File: src/rtl/core/mebs_pkg.sv
// Shared types and constants for the minimum-error boundary seam core.
// No dependencies; mebs_ctrl, mebs_dp and the top core in rtl/core import it.
`default_nettype none
package mebs_pkg;

  localparam int MAX_ROWS_DEF = 1024;
  localparam int MAX_COLS_DEF = 64;

  localparam int CFG_IDX_W  = 2;
  localparam int CFG_DATA_W = 11;
  localparam int ROWS_W     = 11;
  localparam int COLS_W     = 7;
  localparam int L_W        = 11;
  localparam int AB_W       = 12;
  localparam int QROW_W     = 10;
  localparam int POINT_W    = 10;
  localparam int COST_W     = 36;
  localparam int STATUS_W   = 2;
  localparam int DIFF_W     = 13;
  localparam int MAG_W      = 12;
  localparam int SQ_W       = 24;
  localparam int ERR_W      = 26;

  localparam logic [CFG_IDX_W-1:0] CFG_SEAM_ROWS = 2'd0;
  localparam logic [CFG_IDX_W-1:0] CFG_SEAM_COLS = 2'd1;
  localparam logic [CFG_IDX_W-1:0] CFG_TRANSPOSE = 2'd2;

  localparam logic [ROWS_W-1:0] RST_SEAM_ROWS = 11'd1024;
  localparam logic [COLS_W-1:0] RST_SEAM_COLS = 7'd16;

  localparam logic MODE_LOAD  = 1'b0;
  localparam logic MODE_QUERY = 1'b1;

  localparam logic [STATUS_W-1:0] STATUS_OK      = 2'd0;
  localparam logic [STATUS_W-1:0] STATUS_NO_SEAM = 2'd1;
  localparam logic [STATUS_W-1:0] STATUS_BAD_ROW = 2'd2;

  typedef struct packed {
    logic ld_accept;
    logic q_accept;
    logic sq_step;
    logic e_first;
    logic e_add;
    logic ld_write;
    logic trace_init;
    logic trace_issue;
    logic trace_next;
    logic seam_done;
    logic out_load;
  } mebs_cmd_t;

  typedef struct packed {
    logic scan_busy;
    logic seam_end;
    logic row_zero;
    logic out_free;
  } mebs_stat_t;

endpackage
`default_nettype wire

File: src/rtl/core/mebs_ctrl.sv
// Sequencer of the seam core: load, seam finish, backtrack and query steps.
// Depends on mebs_pkg for the command and status structs.
`default_nettype none
module mebs_ctrl
  import mebs_pkg::*;
(
  input  wire logic       clk,
  input  wire logic       rst_n,
  input  wire logic       in_valid,
  input  wire logic       in_mode,
  output      logic       in_stall,
  input  wire mebs_stat_t stat,
  output      mebs_cmd_t  cmd
);

  typedef enum logic [3:0] {
    S_IDLE, S_LD1, S_LD2, S_LD3, S_LD4, S_LD5,
    S_FIND, S_TR_INIT, S_TR_ISSUE, S_TR_NEXT, S_Q_RD, S_Q_OUT
  } state_t;

  state_t state_r, state_nxt;

  always_comb begin
    state_nxt = state_r;
    cmd       = '0;
    unique case (state_r)
      S_IDLE: begin
        if (in_valid) begin
          if (in_mode == MODE_QUERY) begin
            cmd.q_accept = 1'b1;
            state_nxt    = S_Q_RD;
          end else begin
            cmd.ld_accept = 1'b1;
            state_nxt     = S_LD1;
          end
        end
      end
      S_LD1: begin
        cmd.sq_step = 1'b1;
        state_nxt   = S_LD2;
      end
      S_LD2: begin
        cmd.sq_step = 1'b1;
        cmd.e_first = 1'b1;
        state_nxt   = S_LD3;
      end
      S_LD3: begin
        cmd.sq_step = 1'b1;
        cmd.e_add   = 1'b1;
        state_nxt   = S_LD4;
      end
      S_LD4: begin
        cmd.e_add = 1'b1;
        state_nxt = S_LD5;
      end
      S_LD5: begin
        cmd.ld_write = 1'b1;
        state_nxt    = stat.seam_end ? S_FIND : S_IDLE;
      end
      S_FIND: begin
        if (!stat.scan_busy) begin
          state_nxt = S_TR_INIT;
        end
      end
      S_TR_INIT: begin
        cmd.trace_init = 1'b1;
        state_nxt      = S_TR_ISSUE;
      end
      S_TR_ISSUE: begin
        cmd.trace_issue = 1'b1;
        if (stat.row_zero) begin
          cmd.seam_done = 1'b1;
          state_nxt     = S_IDLE;
        end else begin
          state_nxt = S_TR_NEXT;
        end
      end
      S_TR_NEXT: begin
        cmd.trace_next = 1'b1;
        state_nxt      = S_TR_ISSUE;
      end
      S_Q_RD: begin
        state_nxt = S_Q_OUT;
      end
      S_Q_OUT: begin
        if (stat.out_free) begin
          cmd.out_load = 1'b1;
          state_nxt    = S_IDLE;
        end
      end
      default: state_nxt = S_IDLE;
    endcase
  end

  always_ff @(posedge clk) begin
    if (!rst_n) begin
      state_r <= S_IDLE;
    end else begin
      state_r <= state_nxt;
    end
  end

  assign in_stall = (state_r != S_IDLE);

endmodule
`default_nettype wire

File: config.mk
export PLATFORM = sky130hd
export DESIGN_NAME = mebs_ctrl
export DESIGN_NICKNAME = d
export VERILOG_FILES = /design/src/rtl/core/mebs_pkg.sv /design/src/rtl/core/mebs_ctrl.sv
export SDC_FILE = /design/constraint.sdc
export NUM_CORES = 1
export LEC_CHECK = 0
export ABC_AREA = 1
export BUFFER_PORTS_ARGS = -buffer_cell sky130_fd_sc_hd__clkbuf_2
export CELL_PAD_IN_SITES_DETAIL_PLACEMENT = 1
export CELL_PAD_IN_SITES_GLOBAL_PLACEMENT = 2
export CORE_MARGIN = 3
export CORE_UTILIZATION = 22
export CTS_CLUSTER_DIAMETER = 60
export DETAILED_ROUTE_END_ITERATION = 10
export GPL_TIMING_DRIVEN = 0
export PLACE_DENSITY = 0.88
export REMOVE_ABC_BUFFERS = 1
export SYNTH_ARGS = -nofsm -noshare
export SYNTH_HDL_FRONTEND = slang
export SYNTH_SLANG_ARGS = --single-unit
File: constraint.sdc
create_clock -name clk -period 2.7 [get_ports clk]
set_input_delay 0.27 -clock clk [delete_from_list [all_inputs] [get_ports clk]]
set_output_delay 0.27 -clock clk [all_outputs]
set_load 0.03 [all_outputs]
Word level (Yosys, flattened, before mapping)
Index checks and enable logic that the tools add are counted.
{"block": "word_totals", "reg_bits": 4, "input_bits": 8, "output_inout_bits": 12}
{"block": "classes", "eq_ne": 14, "muxes": 22, "reduce_logical": 6}
{"op": "4-bit one-hot mux with 11 select lines", "n": 1}
{"op": "4-bit 2-to-1 mux", "n": 5}
{"op": "4-bit by 3-bit equality test with 1-bit output (second input constant)", "n": 4}
{"op": "4-bit equality test (second input constant)", "n": 4}
{"op": "1-bit 2-to-1 mux", "n": 13}
{"op": "4-bit by 2-bit equality test with 1-bit output (second input constant)", "n": 2}
{"op": "2-bit != test (second input constant)", "n": 3}
{"op": "4-bit by 1-bit equality test with 1-bit output (second input constant)", "n": 1}
{"op": "4-bit zero test", "n": 1}
{"op": "2-bit 2-to-1 mux", "n": 2}
{"op": "4-bit nonzero test", "n": 1}
{"op": "2-bit OR reduction", "n": 2}
{"op": "3-bit 2-to-1 mux", "n": 1}
{"op": "3-bit AND reduction", "n": 1}
{"op": "3-bit OR reduction", "n": 1}

Depth between registers and ports, before layout
Gate-level depths: netlist (run 1).
{"block": "logic_depth", "depth_word": 3, "mapped_depth": 8, "mapped_depth_nobuf": 8}

Worst setup path after synthesis (run 1)
No wires, ideal clock.
{"block": "synth_timing", "path_type": "register to output", "start": "reg state_r[2]", "end": "out cmd[5] (netlist bit)", "path_slack_ns": 1.005, "n_path_buf": 0, "required_time_ns": 2.430, "path_stages_with_launch": 3, "t_arrival_ns": 1.425, "cell_sequence": "dfxtp_1 inv_2 nor4_1"}
{"element": "from (decl)", "line_no": "mebs_ctrl.sv:21", "source": "state_t state_r, state_nxt;"}
{"element": "from (signal assigned)", "line_no": "mebs_ctrl.sv:99", "source": "state_r <= state_nxt;"}
{"element": "to (decl)", "line_no": "mebs_ctrl.sv:13", "source": "output mebs_cmd_t cmd"}

==> results of run 1 <==
## logic make-up (layout without fill, tap and decap cells)
| family | Yosys count | in the layout | synth area share |
|---|---|---|---|
| DFF | 4 | 4 | 0.182 |
| and+or+nand+nor | 47 | 47 | 0.548 |
| buffers and inverters | 23 | 45 | 0.196 |
| AOI/OAI and AO/OA | 5 | 5 | 0.0739 |
## per-layer routing
layer / global-route usage / vias to the layer above / part of all wire
li1: - / 274 / -
met1: 0.112 / 213 / 0.46
met2: 0.183 / 12 / 0.49
met3: 0.00297 / 0 / 0.047
met4: 0.0538 / 0 / 0
met5: 0 / - / 0
## power groups by stage
stage / clock (mW) / combinational (mW) / sequential [mW]
finish: 0.0701 / 0.493 / 0.121
CTS: 0.0730 / 0.501 / 0.121
global route: 0.0760 / 0.551 / 0.125
floorplan: 0 / 0.384 / 0.117
global placement: 0 / 0.498 / 0.121
detailed placement: 0 / 0.499 / 0.122
## cell type report
type	instances	area (µm²)
multi-input combinational	52	274
timing repair buffer	19	95.1
tap	25	31.3
clock buffer	3	22.5
inverter	23	86.3
fill	254	1210
sequential	4	80.1
## worst max-delay path: cells and delay by family (launching register included)
family / cells / cell delay (ps)
flops: 1 / 340
simple gates: 1 / 250
buf+inv: 3 / 360
compound gates: 1 / 190
## cells in the final DEF (no fill, tap or decap), drive strengths merged
| cell | Yosys | routed |
|---|---|---|
| o21a | 1 | 1 |
| nor2 | 17 | 17 |
| inv | 23 | 23 |
| nor4 | 1 | 1 |
| clkbuf | 0 | 22 |
| a21oi | 3 | 3 |
| a31oi | 1 | 1 |
| dfxtp | 4 | 4 |
| nor3 | 2 | 2 |
| nand2 | 21 | 21 |
| nand3 | 6 | 6 |
## how the worst max path moves through the flow
stage	to	from	slack, ps	depth (start not counted)
4_1_cts	cmd[6]	state_r[3]$_SDFFE_PN0P_	1040	5
6_report	cmd[6]	state_r[2]$_SDFFE_PN0P_	1070	5
3_3_place_gp	cmd[6]	state_r[2]$_SDFFE_PN0P_	1290	5
2_1_floorplan	cmd[5]	state_r[2]$_SDFFE_PN0P_	1010	2
3_5_place_dp	cmd[6]	state_r[3]$_SDFFE_PN0P_	1300	5
5_1_grt	cmd[10]	state_r[2]$_SDFFE_PN0P_	970	4
==> impl_metrics.env, run 1 <==
export IMPL_status="complete, no violations"
export IMPL_die_area_um2=2570
export IMPL_synth_top_cell_area_share=0.182
export IMPL_gp_congestion=0.734
export IMPL_dpl_instance_area_um2=567
export IMPL_drc=0
export IMPL_dp_cells=123
export IMPL_r2r_end="state_r[3]$_SDFFE_PN0P_"
export IMPL_grtUsageTotal=0.0983
export IMPL_cts_htree_levels=1
export IMPL_layoutNonFillerInstCount=126
export IMPL_seqPwrFrac=0.177
export IMPL_cts_path_max_buffers=2
export IMPL_fin_skew_ps=0.908
export IMPL_arrival_ps=1360
export IMPL_cts_setup_buffers=0
export IMPL_area_growth_pct=33.8
export IMPL_num_antenna_cells=0
export IMPL_antenna_found_initial=0
export IMPL_cts_root_buffer="clkbuf_4"
export IMPL_power_frac_comb=0.720
export IMPL_synth_common_cells="18 x inv_1, 17 x nand2_1, 10 x nor2_1"
export IMPL_yosysUniqueCellTypes=16
export IMPL_clk_latency_ps=230
export IMPL_postRouteAntennaNets=0
export IMPL_gr_total_overflow=0
export IMPL_fin_util=0.327
export IMPL_synth_warning_count=0
export IMPL_grt_start_max_net_pins=8
export IMPL_max_freq_mhz=612
export IMPL_worstPathRequired_ps=2430
export IMPL_worst_r2r_path_depth=7
export IMPL_finalInstanceArea_um2=589
export IMPL_tightest_slew_ps=243
export IMPL_synth_largest_area_cell="dfxtp_1"
export IMPL_setup_viol_count_final=0
export IMPL_core_um2=1800
export IMPL_finalHoldViolCount=0
export IMPL_p_total_uw=684
export IMPL_fin_crit_ps=1630
export IMPL_post_cts_resized=0
export IMPL_via_per_inst=3.96
export IMPL_ys_flop_type="dfxtp_1"
export IMPL_slowest_stage="dfxtp_1"
export IMPL_clk_pin_slew_ps=30
export IMPL_dp_hpwl_um=1040
export IMPL_firstDrtPassIters=2
export IMPL_cts_num_sinks=4
export IMPL_slew_violations=0
export IMPL_setup_slack_ps=1070
export IMPL_worstReg2RegStart="state_r[3]$_SDFFE_PN0P_"
export IMPL_crit_path_cell_trace="nor2_2 -> inv_1 -> o21a_1 -> inv_1 -> clkbuf_2"
export IMPL_rows=15
export IMPL_min_from="rst_n"
export IMPL_grt_pass1_vias=523
export IMPL_dieWidth_um=50.7
export IMPL_cts_buffers=3
export IMPL_ys_seq_area_frac=0.182
export IMPL_start_kind="register"
export IMPL_cap_violations=0
export IMPL_hold_path_class="in -> reg"
export IMPL_critPathCaptureType="output pin"
export IMPL_grt_pass1_wl_um=1970
export IMPL_synth_seq_cells=4
export IMPL_largest_reg_flops=4
export IMPL_regMostFlops="state_r"
export IMPL_start_util=0.244
export IMPL_min_path_cells=3
export IMPL_relSlewSlack=0.838
export IMPL_path_class="reg -> out"
export IMPL_cts_tree="done"
export IMPL_layout_drive_gt1_share=0.406
export IMPL_syn_area_um2=440
export IMPL_r2r_slack_ps=1470
export IMPL_netlist_instances=79
export IMPL_setup_tns_ps=0
export IMPL_timing_hold_ws_ps=320
export IMPL_async_flop_share=0
export IMPL_switching_power_uw=406
export IMPL_synth_top_cells_by_area="dfxtp_1 18%, inv_1 15%, nand2_1 14%"
export IMPL_avgSynthCellArea_um2=5.57
export IMPL_wirelength_um=1190
export IMPL_die_h_um=50.7
export IMPL_wl_per_cell_um=9.44
export IMPL_crit_path_max_fanout=5
export IMPL_largestRegisters="state_r (4)"
export IMPL_place_ws_ps=1300
export IMPL_io_pin_count=20
export IMPL_nets=111
export IMPL_hold_end="state_r[1]$_SDFFE_PN0P_"
export IMPL_leakage_nw=0.390
export IMPL_clkPwrFrac=0.103
export IMPL_synth_edf_count=0
export IMPL_powerDensity_nw_per_um2=1160
export IMPL_slowest_delay_ps=340
export IMPL_drt_iter0_markers=2
export IMPL_vdd_drop_max_v=0.000388
export IMPL_postCtsHoldBufs=0
export IMPL_vias=499
export IMPL_synth_most_common_cell="inv_1"
export IMPL_p_int_uw=277
export IMPL_rsz0062_at_grt="no"
export IMPL_switching_share=0.594
export IMPL_port_buffers=19
export IMPL_crit_top_cell="inv_1"
export IMPL_period_share=0.605
Power figures use the tool's default switching activity.
==> run 2: changes to the inputs <==
Settings changed: ABC_AREA 1 to 0, CORE_UTILIZATION 22 to 21, PLACE_DENSITY 0.88 to 0.79.
Clock period 2.7 ns to 1.5 ns, I/O delays scaled along.
==> impl_metrics.env, run 2 <==
export IMPL_finalHoldViolCount=0
export IMPL_cts_htree_levels=1
export IMPL_dp_cells=105
export IMPL_cts_tree="done"
export IMPL_powerDensity_nw_per_um2=1680
export IMPL_synth_compound_area_frac=0.270
export IMPL_grtUsageTotal=0.0975
export IMPL_grt_pass1_vias=516
export IMPL_crit_path_cell_trace="nor3_2 -> and3_1 -> clkbuf_2"
export IMPL_synth_seq_cells=4
export IMPL_max_freq_mhz=713
export IMPL_postRouteAntennaNets=0
export IMPL_start_kind="register"
export IMPL_layout_drive_gt1_share=0.458
export IMPL_r2r_slack_ps=210
export IMPL_cts_path_max_buffers=2
export IMPL_synth_xor_area_frac=0
export IMPL_place_ws_ps=-56.3
export IMPL_status="complete, no violations"
export IMPL_layout_common_cells="17 x clkbuf_2, 7 x nand2_1, 7 x nor2_1"
export IMPL_io_pin_count=20
export IMPL_vdd_drop_max_v=0.000423
export IMPL_crit_path_max_fanout=16
export IMPL_tightest_slew_ps=211
export IMPL_synth_top_cells_by_area="dfxtp_1 17%, nor3_1 7.4%, nor2_1 7.1%"
export IMPL_final_common_cell="clkbuf_2"
export IMPL_num_antenna_cells=0
export IMPL_layoutNonFillerInstCount=110
export IMPL_synth_top_cell_area_share=0.169
export IMPL_critPathTopFamily="simple AND/OR/NAND/NOR gates"
export IMPL_area_growth_pct=32.3
export IMPL_syn_area_um2=473
export IMPL_via_per_inst=4.73
export IMPL_fin_crit_ps=1400
export IMPL_wl_per_cell_um=11.7
export IMPL_muxShareOfSynthArea=0
export IMPL_die_area_um2=2860
export IMPL_synth_largest_area_cell="dfxtp_1"
export IMPL_slew_violations=0
export IMPL_timing_hold_ws_ps=152
export IMPL_fin_skew_ps=1.62
export IMPL_start_util=0.232
export IMPL_relSlewSlack=0.858
export IMPL_period_share=0.935
export IMPL_synth_warning_count=0
export IMPL_dpl_instance_area_um2=548
export IMPL_cts_root_buffer="clkbuf_4"
export IMPL_cts_num_sinks=4
export IMPL_dieWidth_um=53.5
export IMPL_synth_most_common_cell="nor2_1"
export IMPL_clk_latency_ps=230
export IMPL_ys_flop_type="dfxtp_1"
export IMPL_clk_pin_slew_ps=40
export IMPL_cts_buffers=3
export IMPL_cap_violations=0
export IMPL_hold_path_class="in -> reg"
export IMPL_die_h_um=53.5
export IMPL_setup_slack_ps=97.2
export IMPL_port_buffers=19
export IMPL_synth_common_cells="9 x nor2_1, 7 x nand2_1, 7 x nor3_1"
export IMPL_setup_viol_count_final=0
export IMPL_synth_simple_area_share=0.415
export IMPL_avgSynthCellArea_um2=7.28
export IMPL_grt_pass1_wl_um=2050
export IMPL_drc=0
export IMPL_yosysUniqueCellTypes=27
export IMPL_slowest_stage="dfxtp_4"
export IMPL_vias=520
export IMPL_gr_total_overflow=0
export IMPL_wirelength_um=1290
export IMPL_synth_adder_area_share=0
export IMPL_rows=16
export IMPL_drt_iter0_markers=5
export IMPL_worstPathRequired_ps=1350
export IMPL_rsz0062_at_grt="no"
export IMPL_largest_reg_flops=4
export IMPL_grt_start_max_net_pins=19
export IMPL_gp_congestion=0.689
export IMPL_path_class="reg -> out"
export IMPL_netlist_instances=65
export IMPL_nets=93
export IMPL_ys_seq_area_frac=0.169
export IMPL_fin_util=0.306
export IMPL_firstDrtPassIters=4
export IMPL_async_flop_share=0
export IMPL_largestRegisters="state_r (4)"
export IMPL_regMostFlops="state_r"
export IMPL_arrival_ps=1250
export IMPL_finalInstanceArea_um2=626
export IMPL_slowest_delay_ps=390
export IMPL_critPathCaptureType="output pin"
export IMPL_leakage_nw=0.275
export IMPL_antenna_found_initial=0
export IMPL_dp_hpwl_um=972
export IMPL_synth_edf_count=0
export IMPL_synth_top_family_by_area="simple AND/OR/NAND/NOR gates"
export IMPL_crit_buf_inv=1
export IMPL_core_um2=2040
==> run 2: tightest hold or removal path, cell delays in order <==
cell	delay, ps
clkbuf_2	90
nand2_1	40
nand2_1	60
==> run 2: worst paths after layout <==
check / start / to / cells after the start
max: state_r[1]$_SDFFE_PN0P_ / cmd[1] / 3
min: rst_n / state_r[0]$_SDFFE_PN0P_ / 3
max reg2reg: state_r[0]$_SDFFE_PN0P_ / state_r[3]$_SDFFE_PN0P_ / 5
min reg2reg: state_r[3]$_SDFFE_PN0P_ / state_r[2]$_SDFFE_PN0P_ / 1
==> run 2: routing by layer <==
layer	track usage	part of all wire
met5	0	0
met4	0.0511	0
met3	0.00845	0.036
met2	0.182	0.51
met1	0.106	0.45
==> run 2: layout make-up <==
cell class	instances	area, µm²
Fill cell	274	1420
Multi-Input combinational cell	51	347
Timing Repair Buffer	21	113
Sequential cell	4	95.1
Tap cell	27	33.8
Clock buffer	3	22.5
Inverter	4	15.0
==> run 2: stage by stage <==
stage | setup TNS (ps) | total power [mW]
after detailed placement | -77.7 | 0.847
final | 0 | 1.05
after CTS | -23.1 | 1.01
after global placement | -39.0 | 0.833
after floorplan | -520 | 0.671
after global routing | 0 | 1.15
==> run 2: what timing repair did <==
| action | 4_1_cts | 5_1_grt |
|---|---|---|
| hold buffers | 0 | 0 |
| pin swaps | 0 | 0 |
| endpoints found under the hold margin | 0 | 0 |
| setup endpoints to repair | 14 | 7 |
| gates resized for setup | 8 | 8 |
| setup buffers | 0 | 2 |
==> run 2: kinds of logic after synthesis <==
logic type | count (synthesis)
AND/OR/NAND/NOR | 34
flip-flops | 4
AO/OA/AOI/OAI | 17
buffers and inverters | 10
==> run 2: where the power goes <==
group | total [mW] | switching, mW | internal (mW)
clock | 0.130 | 0.0403 | 0.0893
combinational | 0.619 | 0.372 | 0.247
sequential | 0.302 | 0.145 | 0.157
total | 1.05 | 0.557 | 0.493
